`src/rtl/core/sist_pkg.sv`:
```
// Package for the sorted interval set table: operation and error codes,
// default sizes and the per-entry push flags shared by the merge and top level.
// No dependencies.
`timescale 1ns / 1ps
`default_nettype none
package sist_pkg;

  localparam int TABLE_DEPTH_DEF = 16;
  localparam int VALUE_WIDTH_DEF = 32;
  localparam int FUNC_W          = 3;
  localparam int ERR_W           = 2;
  localparam int COUNT_OUT_W     = 5;

  localparam logic [FUNC_W-1:0] FUNC_ADD       = 3'd0;
  localparam logic [FUNC_W-1:0] FUNC_REMOVE    = 3'd1;
  localparam logic [FUNC_W-1:0] FUNC_FLOOR     = 3'd2;
  localparam logic [FUNC_W-1:0] FUNC_CEILING   = 3'd3;
  localparam logic [FUNC_W-1:0] FUNC_INTERSECT = 3'd4;
  localparam logic [FUNC_W-1:0] FUNC_QUERY     = 3'd5;
  localparam logic [FUNC_W-1:0] FUNC_CLEAR     = 3'd6;
  localparam logic [FUNC_W-1:0] FUNC_UNUSED    = 3'd7;

  localparam logic [ERR_W-1:0] ERR_OK       = 2'd0;
  localparam logic [ERR_W-1:0] ERR_INVERTED = 2'd1;
  localparam logic [ERR_W-1:0] ERR_FULL     = 2'd2;

  typedef struct packed {
    logic push_a;
    logic push_b;
    logic placed;
    logic hit;
  } sist_push_t;

endpackage
`default_nettype wire

```
`src/rtl/core/sorted_interval_set_table_unit.sv`:
```
// Sorted interval set table: one operation per request, one result per request.
// Clear, rejected and no-op requests go straight to the result; otherwise each stored entry
// is read and evaluated in turn, with an extra write per split or placed entry, and when
// the count is unchanged the entries are read and compared again for the change check;
// the pace is set by the single read port of the entry memories.
// One request at a time; the next is taken once the result sits in the output register.
// Reset empties the table at once; memory contents are not cleared.
`timescale 1ns / 1ps
`default_nettype none
module sorted_interval_set_table_unit #(
  parameter int TABLE_DEPTH = sist_pkg::TABLE_DEPTH_DEF,
  parameter int VALUE_WIDTH = sist_pkg::VALUE_WIDTH_DEF
) (
  input  wire logic clk,
  input  wire logic rst,
  input  wire logic s_axis_tvalid,
  output logic      s_axis_tready,
  // low_bound, high_bound, probe_value (from bit 0 up), zero padded
  input  wire logic [((3*VALUE_WIDTH+7)/8)*8-1:0] s_axis_tdata,
  // func
  input  wire logic [sist_pkg::FUNC_W-1:0] s_axis_tuser,
  output logic      m_axis_tvalid,
  input  wire logic m_axis_tready,
  // is_member, table_changed, error_code, entry_count, smallest_low, largest_high
  // (from bit 0 up), zero padded
  output logic [((9+2*VALUE_WIDTH+7)/8)*8-1:0] m_axis_tdata
);

  localparam int VW    = VALUE_WIDTH;
  localparam int IW    = $clog2(TABLE_DEPTH);
  localparam int CW    = $clog2(TABLE_DEPTH+1);
  localparam int OUT_W = ((9+2*VW+7)/8)*8;

  localparam logic [3:0] ST_IDLE = 4'd0;
  localparam logic [3:0] ST_RD   = 4'd1;
  localparam logic [3:0] ST_EVAL = 4'd2;
  localparam logic [3:0] ST_WB   = 4'd3;
  localparam logic [3:0] ST_TAIL = 4'd4;
  localparam logic [3:0] ST_CHK  = 4'd5;
  localparam logic [3:0] ST_CRD  = 4'd6;
  localparam logic [3:0] ST_CCMP = 4'd7;
  localparam logic [3:0] ST_DONE = 4'd8;

  logic [3:0] state;
  logic [3:0] state_next;
  logic [3:0] loop_exit;

  logic [sist_pkg::FUNC_W-1:0] func_r;
  logic signed [VW-1:0] lo_r, hi_r, probe_r, mlo, mhi, b_lo_r, b_hi_r;
  logic signed [VW-1:0] first_low, last_high, new_first, new_last;
  logic placed, member, changed, ovf, sel;
  logic [sist_pkg::ERR_W-1:0] err;
  logic [CW-1:0] count, idx, wptr, idx_inc;

  logic [2*VW-1:0] rd0, rd1, rd_cur, rd_new, wdata;
  logic we0, we1, push;
  logic signed [VW-1:0] push_lo, push_hi;
  logic signed [VW-1:0] cur_lo, cur_hi;

  sist_pkg::sist_push_t flags;
  logic signed [VW-1:0] a_lo, a_hi, b_lo, b_hi, mlo_next, mhi_next;

  logic accept;
  logic [VW-1:0] in_lo, in_hi, in_probe;
  logic out_load;

  assign in_lo    = s_axis_tdata[VW-1:0];
  assign in_hi    = s_axis_tdata[2*VW-1:VW];
  assign in_probe = s_axis_tdata[3*VW-1:2*VW];

  assign s_axis_tready = (state == ST_IDLE);
  assign accept        = s_axis_tvalid && s_axis_tready;

  // bank sel holds the current table; new entries go to the other bank
  assign rd_cur = sel ? rd1 : rd0;
  assign rd_new = sel ? rd0 : rd1;
  assign cur_lo = rd_cur[VW-1:0];
  assign cur_hi = rd_cur[2*VW-1:VW];

  sist_ram #(.WIDTH(2*VW), .DEPTH(TABLE_DEPTH)) u_bank0 (
    .clk(clk), .we(we0), .waddr(wptr[IW-1:0]), .wdata(wdata),
    .raddr(idx[IW-1:0]), .rdata(rd0)
  );

  sist_ram #(.WIDTH(2*VW), .DEPTH(TABLE_DEPTH)) u_bank1 (
    .clk(clk), .we(we1), .waddr(wptr[IW-1:0]), .wdata(wdata),
    .raddr(idx[IW-1:0]), .rdata(rd1)
  );

  sist_merge #(.VALUE_WIDTH(VW)) u_merge (
    .func(func_r), .lo(lo_r), .hi(hi_r), .probe(probe_r),
    .x(cur_lo), .y(cur_hi), .mlo(mlo), .mhi(mhi), .placed(placed),
    .flags(flags), .a_lo(a_lo), .a_hi(a_hi), .b_lo(b_lo), .b_hi(b_hi),
    .mlo_next(mlo_next), .mhi_next(mhi_next)
  );

  assign idx_inc = idx + CW'(1);

  always_comb begin
    push    = 1'b0;
    push_lo = a_lo;
    push_hi = a_hi;
    case (state)
      ST_EVAL: begin
        push = flags.push_a;
      end
      ST_WB: begin
        push    = 1'b1;
        push_lo = b_lo_r;
        push_hi = b_hi_r;
      end
      ST_TAIL: begin
        push    = 1'b1;
        push_lo = mlo;
        push_hi = mhi;
      end
      default: begin
      end
    endcase
  end

  // drop pushes past the last entry and flag the overflow instead
  assign wdata = {push_hi, push_lo};
  assign we0   = push && (wptr != CW'(TABLE_DEPTH)) && sel;
  assign we1   = push && (wptr != CW'(TABLE_DEPTH)) && !sel;

  always_comb begin
    if (func_r == sist_pkg::FUNC_QUERY) begin
      loop_exit = ST_DONE;
    end else if (func_r == sist_pkg::FUNC_ADD && !(state == ST_EVAL ? flags.placed : placed)) begin
      loop_exit = ST_TAIL;
    end else begin
      loop_exit = ST_CHK;
    end
  end

  assign out_load = (state == ST_DONE) && (!m_axis_tvalid || m_axis_tready);

  always_comb begin
    state_next = state;
    case (state)
      ST_IDLE: begin
        if (accept) begin
          if ((s_axis_tuser == sist_pkg::FUNC_ADD || s_axis_tuser == sist_pkg::FUNC_REMOVE ||
               s_axis_tuser == sist_pkg::FUNC_INTERSECT) && $signed(in_lo) > $signed(in_hi)) begin
            state_next = ST_DONE;
          end else if (s_axis_tuser == sist_pkg::FUNC_CLEAR || s_axis_tuser > sist_pkg::FUNC_CLEAR
                       || (s_axis_tuser == sist_pkg::FUNC_REMOVE && in_lo == in_hi)) begin
            state_next = ST_DONE;
          end else if (count == '0) begin
            if (s_axis_tuser == sist_pkg::FUNC_QUERY) begin
              state_next = ST_DONE;
            end else if (s_axis_tuser == sist_pkg::FUNC_ADD) begin
              state_next = ST_TAIL;
            end else begin
              state_next = ST_CHK;
            end
          end else begin
            state_next = ST_RD;
          end
        end
      end
      ST_RD: begin
        state_next = ST_EVAL;
      end
      ST_EVAL: begin
        if (flags.push_b) begin
          state_next = ST_WB;
        end else if (idx_inc == count) begin
          state_next = loop_exit;
        end else begin
          state_next = ST_RD;
        end
      end
      ST_WB: begin
        state_next = (idx == count) ? loop_exit : ST_RD;
      end
      ST_TAIL: begin
        state_next = ST_CHK;
      end
      ST_CHK: begin
        if (ovf || wptr != count || count == '0) begin
          state_next = ST_DONE;
        end else begin
          state_next = ST_CRD;
        end
      end
      ST_CRD: begin
        state_next = ST_CCMP;
      end
      ST_CCMP: begin
        if (rd_cur != rd_new || idx_inc == count) begin
          state_next = ST_DONE;
        end else begin
          state_next = ST_CRD;
        end
      end
      ST_DONE: begin
        if (out_load) begin
          state_next = ST_IDLE;
        end
      end
      default: begin
        state_next = ST_IDLE;
      end
    endcase
  end

  always_ff @(posedge clk) begin
    if (rst) begin
      state         <= ST_IDLE;
      count         <= '0;
      sel           <= 1'b0;
      m_axis_tvalid <= 1'b0;
    end else begin
      state <= state_next;
      if (m_axis_tready) begin
        m_axis_tvalid <= 1'b0;
      end
      if (out_load) begin
        m_axis_tvalid <= 1'b1;
      end
      case (state)
        ST_IDLE: begin
          if (accept && s_axis_tuser == sist_pkg::FUNC_CLEAR) begin
            count <= '0;
          end
        end
        ST_CHK: begin
          if (!ovf && wptr != count) begin
            sel   <= !sel;
            count <= wptr;
          end
        end
        ST_CCMP: begin
          if (rd_cur != rd_new) begin
            sel <= !sel;
          end
        end
        default: begin
        end
      endcase
    end
  end

  // request registers and the evaluation datapath; no reset needed
  always_ff @(posedge clk) begin
    if (accept) begin
      func_r  <= s_axis_tuser;
      lo_r    <= in_lo;
      hi_r    <= in_hi;
      probe_r <= in_probe;
      mlo     <= in_lo;
      mhi     <= in_hi;
      placed  <= 1'b0;
      member  <= 1'b0;
      ovf     <= 1'b0;
      wptr    <= '0;
      idx     <= '0;
      changed <= (s_axis_tuser == sist_pkg::FUNC_CLEAR) && (count != '0);
      if ((s_axis_tuser == sist_pkg::FUNC_ADD || s_axis_tuser == sist_pkg::FUNC_REMOVE ||
           s_axis_tuser == sist_pkg::FUNC_INTERSECT) && $signed(in_lo) > $signed(in_hi)) begin
        err <= sist_pkg::ERR_INVERTED;
      end else begin
        err <= sist_pkg::ERR_OK;
      end
    end
    if (push) begin
      if (wptr == CW'(TABLE_DEPTH)) begin
        ovf <= 1'b1;
      end else begin
        wptr <= wptr + CW'(1);
        if (wptr == '0) begin
          new_first <= push_lo;
        end
        new_last <= push_hi;
      end
    end
    case (state)
      ST_EVAL: begin
        idx    <= idx_inc;
        placed <= flags.placed;
        mlo    <= mlo_next;
        mhi    <= mhi_next;
        b_lo_r <= b_lo;
        b_hi_r <= b_hi;
        if (flags.hit) begin
          member <= 1'b1;
        end
      end
      ST_CHK: begin
        idx <= '0;
        if (ovf) begin
          err <= sist_pkg::ERR_FULL;
        end else if (wptr != count) begin
          changed   <= 1'b1;
          first_low <= new_first;
          last_high <= new_last;
        end
      end
      ST_CCMP: begin
        idx <= idx_inc;
        if (rd_cur != rd_new) begin
          changed   <= 1'b1;
          first_low <= new_first;
          last_high <= new_last;
        end
      end
      default: begin
      end
    endcase
    if (out_load) begin
      m_axis_tdata <= OUT_W'({(count != '0) ? last_high : VW'(0),
                              (count != '0) ? first_low : VW'(0),
                              sist_pkg::COUNT_OUT_W'(count), err, changed, member});
    end
  end

  // --- checks ---
  a_count_bound: assert property (@(posedge clk) disable iff (rst)
    count <= CW'(TABLE_DEPTH)) else $error("entry count above table depth");

  a_err_no_change: assert property (@(posedge clk) disable iff (rst)
    out_load && err != sist_pkg::ERR_OK |-> !changed)
    else $error("rejected request reported a table change");

  a_write_busy: assert property (@(posedge clk) disable iff (rst)
    (we0 || we1) |-> state != ST_IDLE && !(we0 && we1))
    else $error("entry write outside an operation");

  a_accept_busy: assert property (@(posedge clk) disable iff (rst)
    accept |=> !s_axis_tready) else $error("request taken while busy");

endmodule
`default_nettype wire

```
`src/rtl/core/sist_ram.sv`:
```
// Generic single-write, single-read RAM with registered read data.
// No dependencies.
`timescale 1ns / 1ps
`default_nettype none
module sist_ram #(
  parameter int WIDTH = 64,
  parameter int DEPTH = 16
) (
  input  wire logic                     clk,
  input  wire logic                     we,
  input  wire logic [$clog2(DEPTH)-1:0] waddr,
  input  wire logic [WIDTH-1:0]         wdata,
  input  wire logic [$clog2(DEPTH)-1:0] raddr,
  output logic      [WIDTH-1:0]         rdata
);

  logic [WIDTH-1:0] mem [DEPTH];

  always_ff @(posedge clk) begin
    if (we) begin
      mem[waddr] <= wdata;
    end
    rdata <= mem[raddr];
  end

endmodule
`default_nettype wire

```
`src/rtl/core/sist_merge.sv`:
```
// Per-entry evaluation of one stored interval against the current operation:
// decides which new entries to push and updates the running add merge.
// Depends on sist_pkg.
`timescale 1ns / 1ps
`default_nettype none
module sist_merge #(
  parameter int VALUE_WIDTH = sist_pkg::VALUE_WIDTH_DEF
) (
  input  wire logic [sist_pkg::FUNC_W-1:0]   func,
  input  wire logic signed [VALUE_WIDTH-1:0] lo,
  input  wire logic signed [VALUE_WIDTH-1:0] hi,
  input  wire logic signed [VALUE_WIDTH-1:0] probe,
  input  wire logic signed [VALUE_WIDTH-1:0] x,
  input  wire logic signed [VALUE_WIDTH-1:0] y,
  input  wire logic signed [VALUE_WIDTH-1:0] mlo,
  input  wire logic signed [VALUE_WIDTH-1:0] mhi,
  input  wire logic                          placed,
  output sist_pkg::sist_push_t               flags,
  output logic signed [VALUE_WIDTH-1:0]      a_lo,
  output logic signed [VALUE_WIDTH-1:0]      a_hi,
  output logic signed [VALUE_WIDTH-1:0]      b_lo,
  output logic signed [VALUE_WIDTH-1:0]      b_hi,
  output logic signed [VALUE_WIDTH-1:0]      mlo_next,
  output logic signed [VALUE_WIDTH-1:0]      mhi_next
);

  logic signed [VALUE_WIDTH-1:0] cx;
  logic signed [VALUE_WIDTH-1:0] cy;

  always_comb begin
    cx = (func != sist_pkg::FUNC_CEILING && x < lo) ? lo : x;
    cy = (func != sist_pkg::FUNC_FLOOR && y > hi) ? hi : y;
    flags.push_a = 1'b0;
    flags.push_b = 1'b0;
    flags.placed = placed;
    flags.hit    = 1'b0;
    a_lo = x;
    a_hi = y;
    b_lo = x;
    b_hi = y;
    mlo_next = mlo;
    mhi_next = mhi;
    case (func)
      sist_pkg::FUNC_ADD: begin
        if (y < lo) begin
          flags.push_a = 1'b1;
        end else if (x > hi) begin
          if (!placed) begin
            // emit the merged interval ahead of this entry
            flags.push_a = 1'b1;
            flags.push_b = 1'b1;
            flags.placed = 1'b1;
            a_lo = mlo;
            a_hi = mhi;
          end else begin
            flags.push_a = 1'b1;
          end
        end else begin
          mlo_next = (x < mlo) ? x : mlo;
          mhi_next = (y > mhi) ? y : mhi;
        end
      end
      sist_pkg::FUNC_REMOVE: begin
        flags.push_a = (x <= lo);
        a_hi = (y < lo) ? y : lo;
        flags.push_b = (y >= hi);
        b_lo = (x > hi) ? x : hi;
      end
      sist_pkg::FUNC_FLOOR, sist_pkg::FUNC_CEILING, sist_pkg::FUNC_INTERSECT: begin
        flags.push_a = (cx <= cy);
        a_lo = cx;
        a_hi = cy;
      end
      sist_pkg::FUNC_QUERY: begin
        flags.hit = (x <= probe) && (probe <= y);
      end
      default: begin
      end
    endcase
  end

endmodule
`default_nettype wire
```
`config.mk`:
```
export PLATFORM = sky130hd
export DESIGN_NAME = sorted_interval_set_table_unit
export DESIGN_NICKNAME = d
export VERILOG_FILES = /design/src/rtl/core/sist_pkg.sv /design/src/rtl/core/sorted_interval_set_table_unit.sv /design/src/rtl/core/sist_ram.sv /design/src/rtl/core/sist_merge.sv
export SDC_FILE = /design/constraint.sdc
export NUM_CORES = 2
export LEC_CHECK = 0
export BUFFER_PORTS_ARGS = -buffer_cell sky130_fd_sc_hd__buf_2
export CORE_MARGIN = 10
export CORE_UTILIZATION = 25
export DETAILED_ROUTE_END_ITERATION = 8
export PLACE_DENSITY = 0.36
export SYNTH_ARGS = -nofsm -noshare
export SYNTH_HDL_FRONTEND = slang
export SYNTH_SLANG_ARGS = --single-unit
```
`constraint.sdc`:
```
create_clock -name clk -period 14.2 [get_ports clk]
set_clock_uncertainty 0.1 [all_clocks]
set_input_delay 0.71 -clock clk [delete_from_list [all_inputs] [get_ports clk]]
set_output_delay 0.71 -clock clk [all_outputs]
set_load 0.05 [all_outputs]
```
# After elaboration in Yosys (flattened, before gate mapping)
# Memories as Yosys holds them, arrays and structs flattened. A register that Yosys moved wholly into a read port is not among the register bits.
# Cells that the tools add are included.
# op_classes
n_eq_ne	38
add_sub_neg	2
reduce_logical	48
n_bitwise	1
order_cmp	13
muxes	96
# op_table
cell	n
$mux 32	29
$pmux 32 s2	5
$gt 32x32->1	4
$le 32x32->1	4
$mux 64	2
$lt 32x32->1	3
$pmux 32 s3	1
$ne 64x64->1	1
$mux 4	12
$pmux 4 s9	1
$eq 32x32->1	1
$ge 32x32->1	1
$mux 5	6
$mux 1	27
$pmux 5 s2	2
$eq 4x3->1 const B	4
$ne 2x2->1 const B	8
$eq 3x3->1 const B	5
$logic_and 1x1->1	14
$add 5x1->5 const B	2
$eq 5x5->1	2
$logic_not 5->1	2
$mux 2	5
$reduce_and 5->1	2
other kinds (27)	55
# word_totals
mem_bits_rw	2048
out_inout_bits	82
in_bits	103
word_cells	225
n_memories	2
register_bits	455
# mem_list
memory	words	word_bits	read_ports	rd_ports_with_merged_regs	write_ports	line_no	source
u_bank0.mem	16	64	1	1	1	sist_ram.sv:17	logic [WIDTH-1:0] mem [DEPTH];
u_bank1.mem	16	64	1	1	1	sist_ram.sv:17	

# Longest topological paths before layout
# logic_depth
word_depth	13
ltp_mapped	28
mapped_depth_nobuf	21

# Hierarchy
# From an unflattened synthesis, not the netlist that was laid out.
# hier_totals
cells_unflattened	6177
area_unflattened_um2	109550.1
# modules_own_cells
module	area_each_um2	seq_area_each_um2	n_inst	cells_each
sist_ram	39581.7	32030.7	2	1647
sorted_interval_set_table_unit	19004.5	13452.9	1	1365
sist_merge	11382.2	0.0	1	1518

# Worst setup path after synthesis
# OpenSTA, ideal clock, no wires.
# synth_timing
path_type	reg-to-reg
start	register sel
end	memory u_bank0.mem[12][0], enable pin
stages_incl_launch_ff	27
required_time_ns	13.456
synth_period_minus_slack_ns	12.645
setup_slack_ns	1.555
t_arrival_ns	11.901
cell_sequence	dfxtp_1 buf_6 clkbuf_1 clkbuf_1 mux2i_1 inv_1 ha_1 and3_1 and3_1 a221o_1 o31a_1 or3_1 nand3_1 buf_2 clkbuf_1 clkbuf_1 a21oi_1 ha_1 nand4_1 nor4_1 and3_1 a211oi_1 o21ai_0 o31ai_2 buf_6 buf_6 nor4_1
# synth_via
elab_chain_len	11
word_cells_on_any_way	19
classes_between	6 x order compare; 9 x mux; 4 x reduce/logical
# synth_lines
element	line_no	source
start, declared	sorted_interval_set_table_unit.sv:51	logic placed, member, changed, ovf, sel;
start signal, assigned	sorted_interval_set_table_unit.sv:231	sel <= !sel;
start signal, assigned	sorted_interval_set_table_unit.sv:237	sel <= !sel;
$mux 64	sorted_interval_set_table_unit.sv:75	assign rd_cur = sel ? rd1 : rd0;
$lt 32x32->1 or $gt 32x32->1 (tied branches)	sist_merge.sv:31, sist_merge.sv:32	
$logic_and 1x1->1, on equally long branches	sist_merge.sv:31, sist_merge.sv:32	
$mux 32, on equally long branches	sist_merge.sv:31, sist_merge.sv:32	
$le 32x32->1	sist_merge.sv:70	flags.push_a = (cx <= cy);
$pmux 1 s3	sist_merge.sv:43	case (func)
$pmux 1 s2	sorted_interval_set_table_unit.sv:103	case (state)
$logic_and 1x1->1	sorted_interval_set_table_unit.sv:124	assign we0 = push && (wptr != CW'(TABLE_DEPTH)) && sel;
$logic_and 1x1->1 (*)	sorted_interval_set_table_unit.sv:124	
$mux 1 (*)	sist_ram.sv:20	if (we) begin
$mux 1 (not written as such) (*)	sist_ram.sv:21	mem[waddr] <= wdata;
end, declared	sist_ram.sv:17	
# Mark *: on every way between the ends. The rest lies on a longest branch, timed or not.

# Worst setup path in the final report
# layout_timing
start	register sel
end	memory u_bank1.mem[1][28], enable pin
# layout_via
elab_chain_len	11
word_cells_on_any_way	20
classes_between	6 x order compare; 9 x mux; 5 x reduce/logical
# layout_lines
element	line_no	source
$mux 64 (*)	sorted_interval_set_table_unit.sv:75	
named net b_hi[31]	sorted_interval_set_table_unit.sv:61	logic signed [VW-1:0] a_lo, a_hi, b_lo, b_hi, mlo_next, mhi_next;
$gt 32x32->1	sist_merge.sv:32	cy = (func != sist_pkg::FUNC_FLOOR && y > hi) ? hi : y;
$logic_and 1x1->1	sist_merge.sv:32	
$mux 32	sist_merge.sv:32	
$le 32x32->1	sist_merge.sv:70	
$pmux 1 s3 (*)	sist_merge.sv:43	
$pmux 1 s2 (*)	sorted_interval_set_table_unit.sv:103	
$logic_and 1x1->1 (*) (2 in a row)	sorted_interval_set_table_unit.sv:125	assign we1 = push && (wptr != CW'(TABLE_DEPTH)) && !sel;
$mux 1 (*)	sist_ram.sv:20	
$mux 1 (not written as such) (*)	sist_ram.sv:21	
end, declared	sist_ram.sv:17	
# The timed path passes the listed nets; every way through them passes the cells marked *.

==> impl_results.md <==
- Status: completed
- Gr usage total: 0.170
- Drt first pass iters: 6
- Worst-path fanout max: 47
- Yosys cell types: 82
- Post-DRT Antenna Nets: 0
- Clock buffer depth: 4
- Starting density of the core: 0.251
- Setup TNS: 0 ps
- Switch share: 0.392
- Slew Limit Fails: 0
- I/O Pins: 185
- Cells along the critical path: buf_4 -> mux2i_1 -> inv_1 -> ha_1 -> nand2_1 -> o21bai_1 -> a2111oi_0 -> a311oi_1 -> a211oi_4 -> buf_4 -> mux2i_1 -> ha_1 -> a211oi_1 -> o21ai_0 -> o221ai_1 -> nand3_1 -> o22a_1 -> o21ai_0 -> o31ai_4 -> buf_4 -> or3_1 -> nor2_4 -> buf_4
- Synthesized instance count: 5,890
- Via count: 59,675
- Leak pwr: 42.2 nW
- Cell family with most CP delay: compound AO/OA/AOI/OAI gates
- Clock share of power: 0.254
- CP arrival: 11,720 ps
- Crit-path most repeated cell: buf_4
- Die H: 680 um
- Logic gate share of total power: 0.369
- Max Clk Rate: 88.3 MHz
- Post-synthesis sequential area ratio: 0.711
- Post-synth EDFFs: 2,482
- Largest area contributor in the netlist: edfxtp_1
- Clock transition at path regs: 60 ps
- Average size of a mapped cell: 18.5 sq um
- Cell Int Power: 0.0193 W
- Routed WL: 405,000 um
- Max incr delay on CP: 1150 ps
- Crit-path slowest cell: a2111oi_0
- RSZ-0062 raised after global routing: false
- Startpoint Class: flop
- Critical Path Sink Type: flop
- Via density: 4.81
- Synth top area share: 0.683
- Clock latency on the worst-skew pair: 960 ps
- Synth cell count leaders: edfxtp_1 (2,482), mux4_2 (640), ha_1 (323)
- Congestion Overflow GR: 0
- Final #Nets: 6,830
- Setup CP Type: flop to flop
- Synthesized area: 109,000 sq um
- HPWL after DPL: 265,000 um
- Die area: 463,000 sq um
- Layout area overhead: 18.8%
- Max-cap violations: 0
- Vias in the first global route: 60,977
- Top-count cell post-synth: edfxtp_1
- Sequential Power Share: 0.376
- Placed Cells: 11,713
- P per Cell Area: 245 nW/um^2
- PortBufs: 177
- CP Buf/Inv Count: 5
- Synth top area cells: edfxtp_1 (68%), mux4_2 (13%), ha_1 (3.7%)
- CTS buffer count: 322
- Drt initial violations: 5,984
- Final hold violation count: 0
- Routability cong.: 0.888
- Initial antenna violation count: 41
- Psw: 0.0125 W
- Layout cells sized above 1: 0.237
- Asr flop ratio synth: 0
- Placed Instance Area: 118,000 sq um
- Root Buffer: clkbuf_16
- Setup violators final: 0
- Die Width: 680 um
- First-pass GRT wire length: 550,000 um
- Worst slew margin: 0.0961
- Final min period: 11,330 ps
- Wire per inst: 32.6 um
- Worst slew pin tran: 1320 ps
- Core Box Area: 435,000 sq um
- Largest net degree at the start of global routing: 82
- Final worst-path cycle share: 0.798
- TritonCTS Sinks: 2,631
- Post-route cell area: 130,000 sq um
- Htree depth: 5
- Worst path required time: 14,590 ps
- CTS tree: done
- Row count: 242
- Drt drc: 0
- Peak supply drop: 141 uV
- Yosys warns: 0
- Cell Count, Final, Fillers Out: 12,418
- #FFs+latches synth: 2,631
- Final core utilization: 0.298
- Hold Crit Class: primary input to flop
- Post-synth top flop: edfxtp_1
==> per-layer routing <==
layer,share of wire,global-route usage
met1,0.46,0.242
met2,0.47,0.276
met3,0.050,0.0227
met4,0.026,0.0413
met5,0.000032,0
==> sequential cells by signal (all words and copies together) (netlist names), 5 cells and up <==
name	flops
mhi	32
first_low	32
u_bank0.mem	1024
idx	5
b_hi_r	32
u_bank1.rdata	64
mlo	32
last_high	32
b_lo_r	32
probe_r	32
lo_r	32
u_bank1.mem	1024
u_bank0.rdata	64
new_first	32
hi_r	32
m_axis_tdata	73
count	5
wptr	5
new_last	32
==> logic make-up after synthesis <==
kind of cell | after synthesis | share of synthesized area
AO/OA/AOI/OAI | 740 | 0.0432
XOR/XNOR | 81 | 0.00651
adder cells (fa/ha/maj) | 323 | 0.0371
buffers and inverters | 564 | 0.0203
flip-flops | 2631 | 0.711
multiplexers | 812 | 0.148
other | 1 | 0.0000344
AND/OR/NAND/NOR | 738 | 0.0340
==> timing repair <==
item / CTS / global route
resized for setup: 0 / 0
setup buffers: 0 / 0
hold endpoints to repair: 119 / 0
setup endpoints to repair: 0 / 0
hold buffers: 101 / 0
==> power groups by stage <==
stage               logic [W]  registers [W]  clock network [W]
floorplan             0.00619         0.0117                  0
global placement       0.0118         0.0122                  0
detailed placement     0.0119         0.0121                  0
CTS                    0.0119         0.0120            0.00832
global route           0.0125         0.0120            0.00863
finish                 0.0117         0.0120            0.00809
==> layout make-up <==
cell class                 instances  area [sq um]
clock inverter                   151          1410
multi-input combinational       2701         30000
inverter                         274          1040
timing repair buffer             474          3480
tap                             5734          7170
sequential                      2631         77500
clock buffer                     438          8860
antenna                           15          37.5
fill                           42438        305000
==> final timing paths <==
check | to | startpoint | slack (ps) | depth (start not counted)
min | state[0] | s_axis_tvalid | 180 | 4
max reg2reg | u_bank1.mem[1][28] | sel | 2870 | 23
min reg2reg | first_low[5] | new_first[5] | 300 | 0
max | u_bank1.mem[1][28] | sel | 2870 | 23
==> worst min-delay path, cell delays in order <==
cell and delay [ps]:
buf_2 120, nor2_1 110, nor3_1 120, o31a_1 130
==> cell usage in the layout (no fill, tap or decap), types with 36 or more instances in the layout <==
cell type	n
a211oi_1	37
a21o_1	49
a21oi_1	181
a22oi_1	63
buf_2	177
buf_4	187
clkbuf_1	89
clkbuf_16	331
clkinv_1	65
clkinv_2	36
dfxtp_1	148
dlygate4sd3_1	101
edfxtp_1	2482
ha_1	323
inv_1	270
mux2i_1	167
mux4_2	640
nand2_1	205
nand3_1	88
nand4_1	76
nor2_1	112
nor2b_1	82
nor3_1	44
o21ai_0	173
o21ai_2	41
xnor2_1	73
==> per-stage QoR <==
step                setup WS, ps  total power (W)  hold WS, ps
detailed placement          3080           0.0240          305
global route                2670           0.0332          157
global placement            3180           0.0240          301
CTS                         2940           0.0322         76.6
floorplan                   1550           0.0179          300
finish                      2870           0.0318          178
Note: power is estimated with default switching activity, not from simulation.
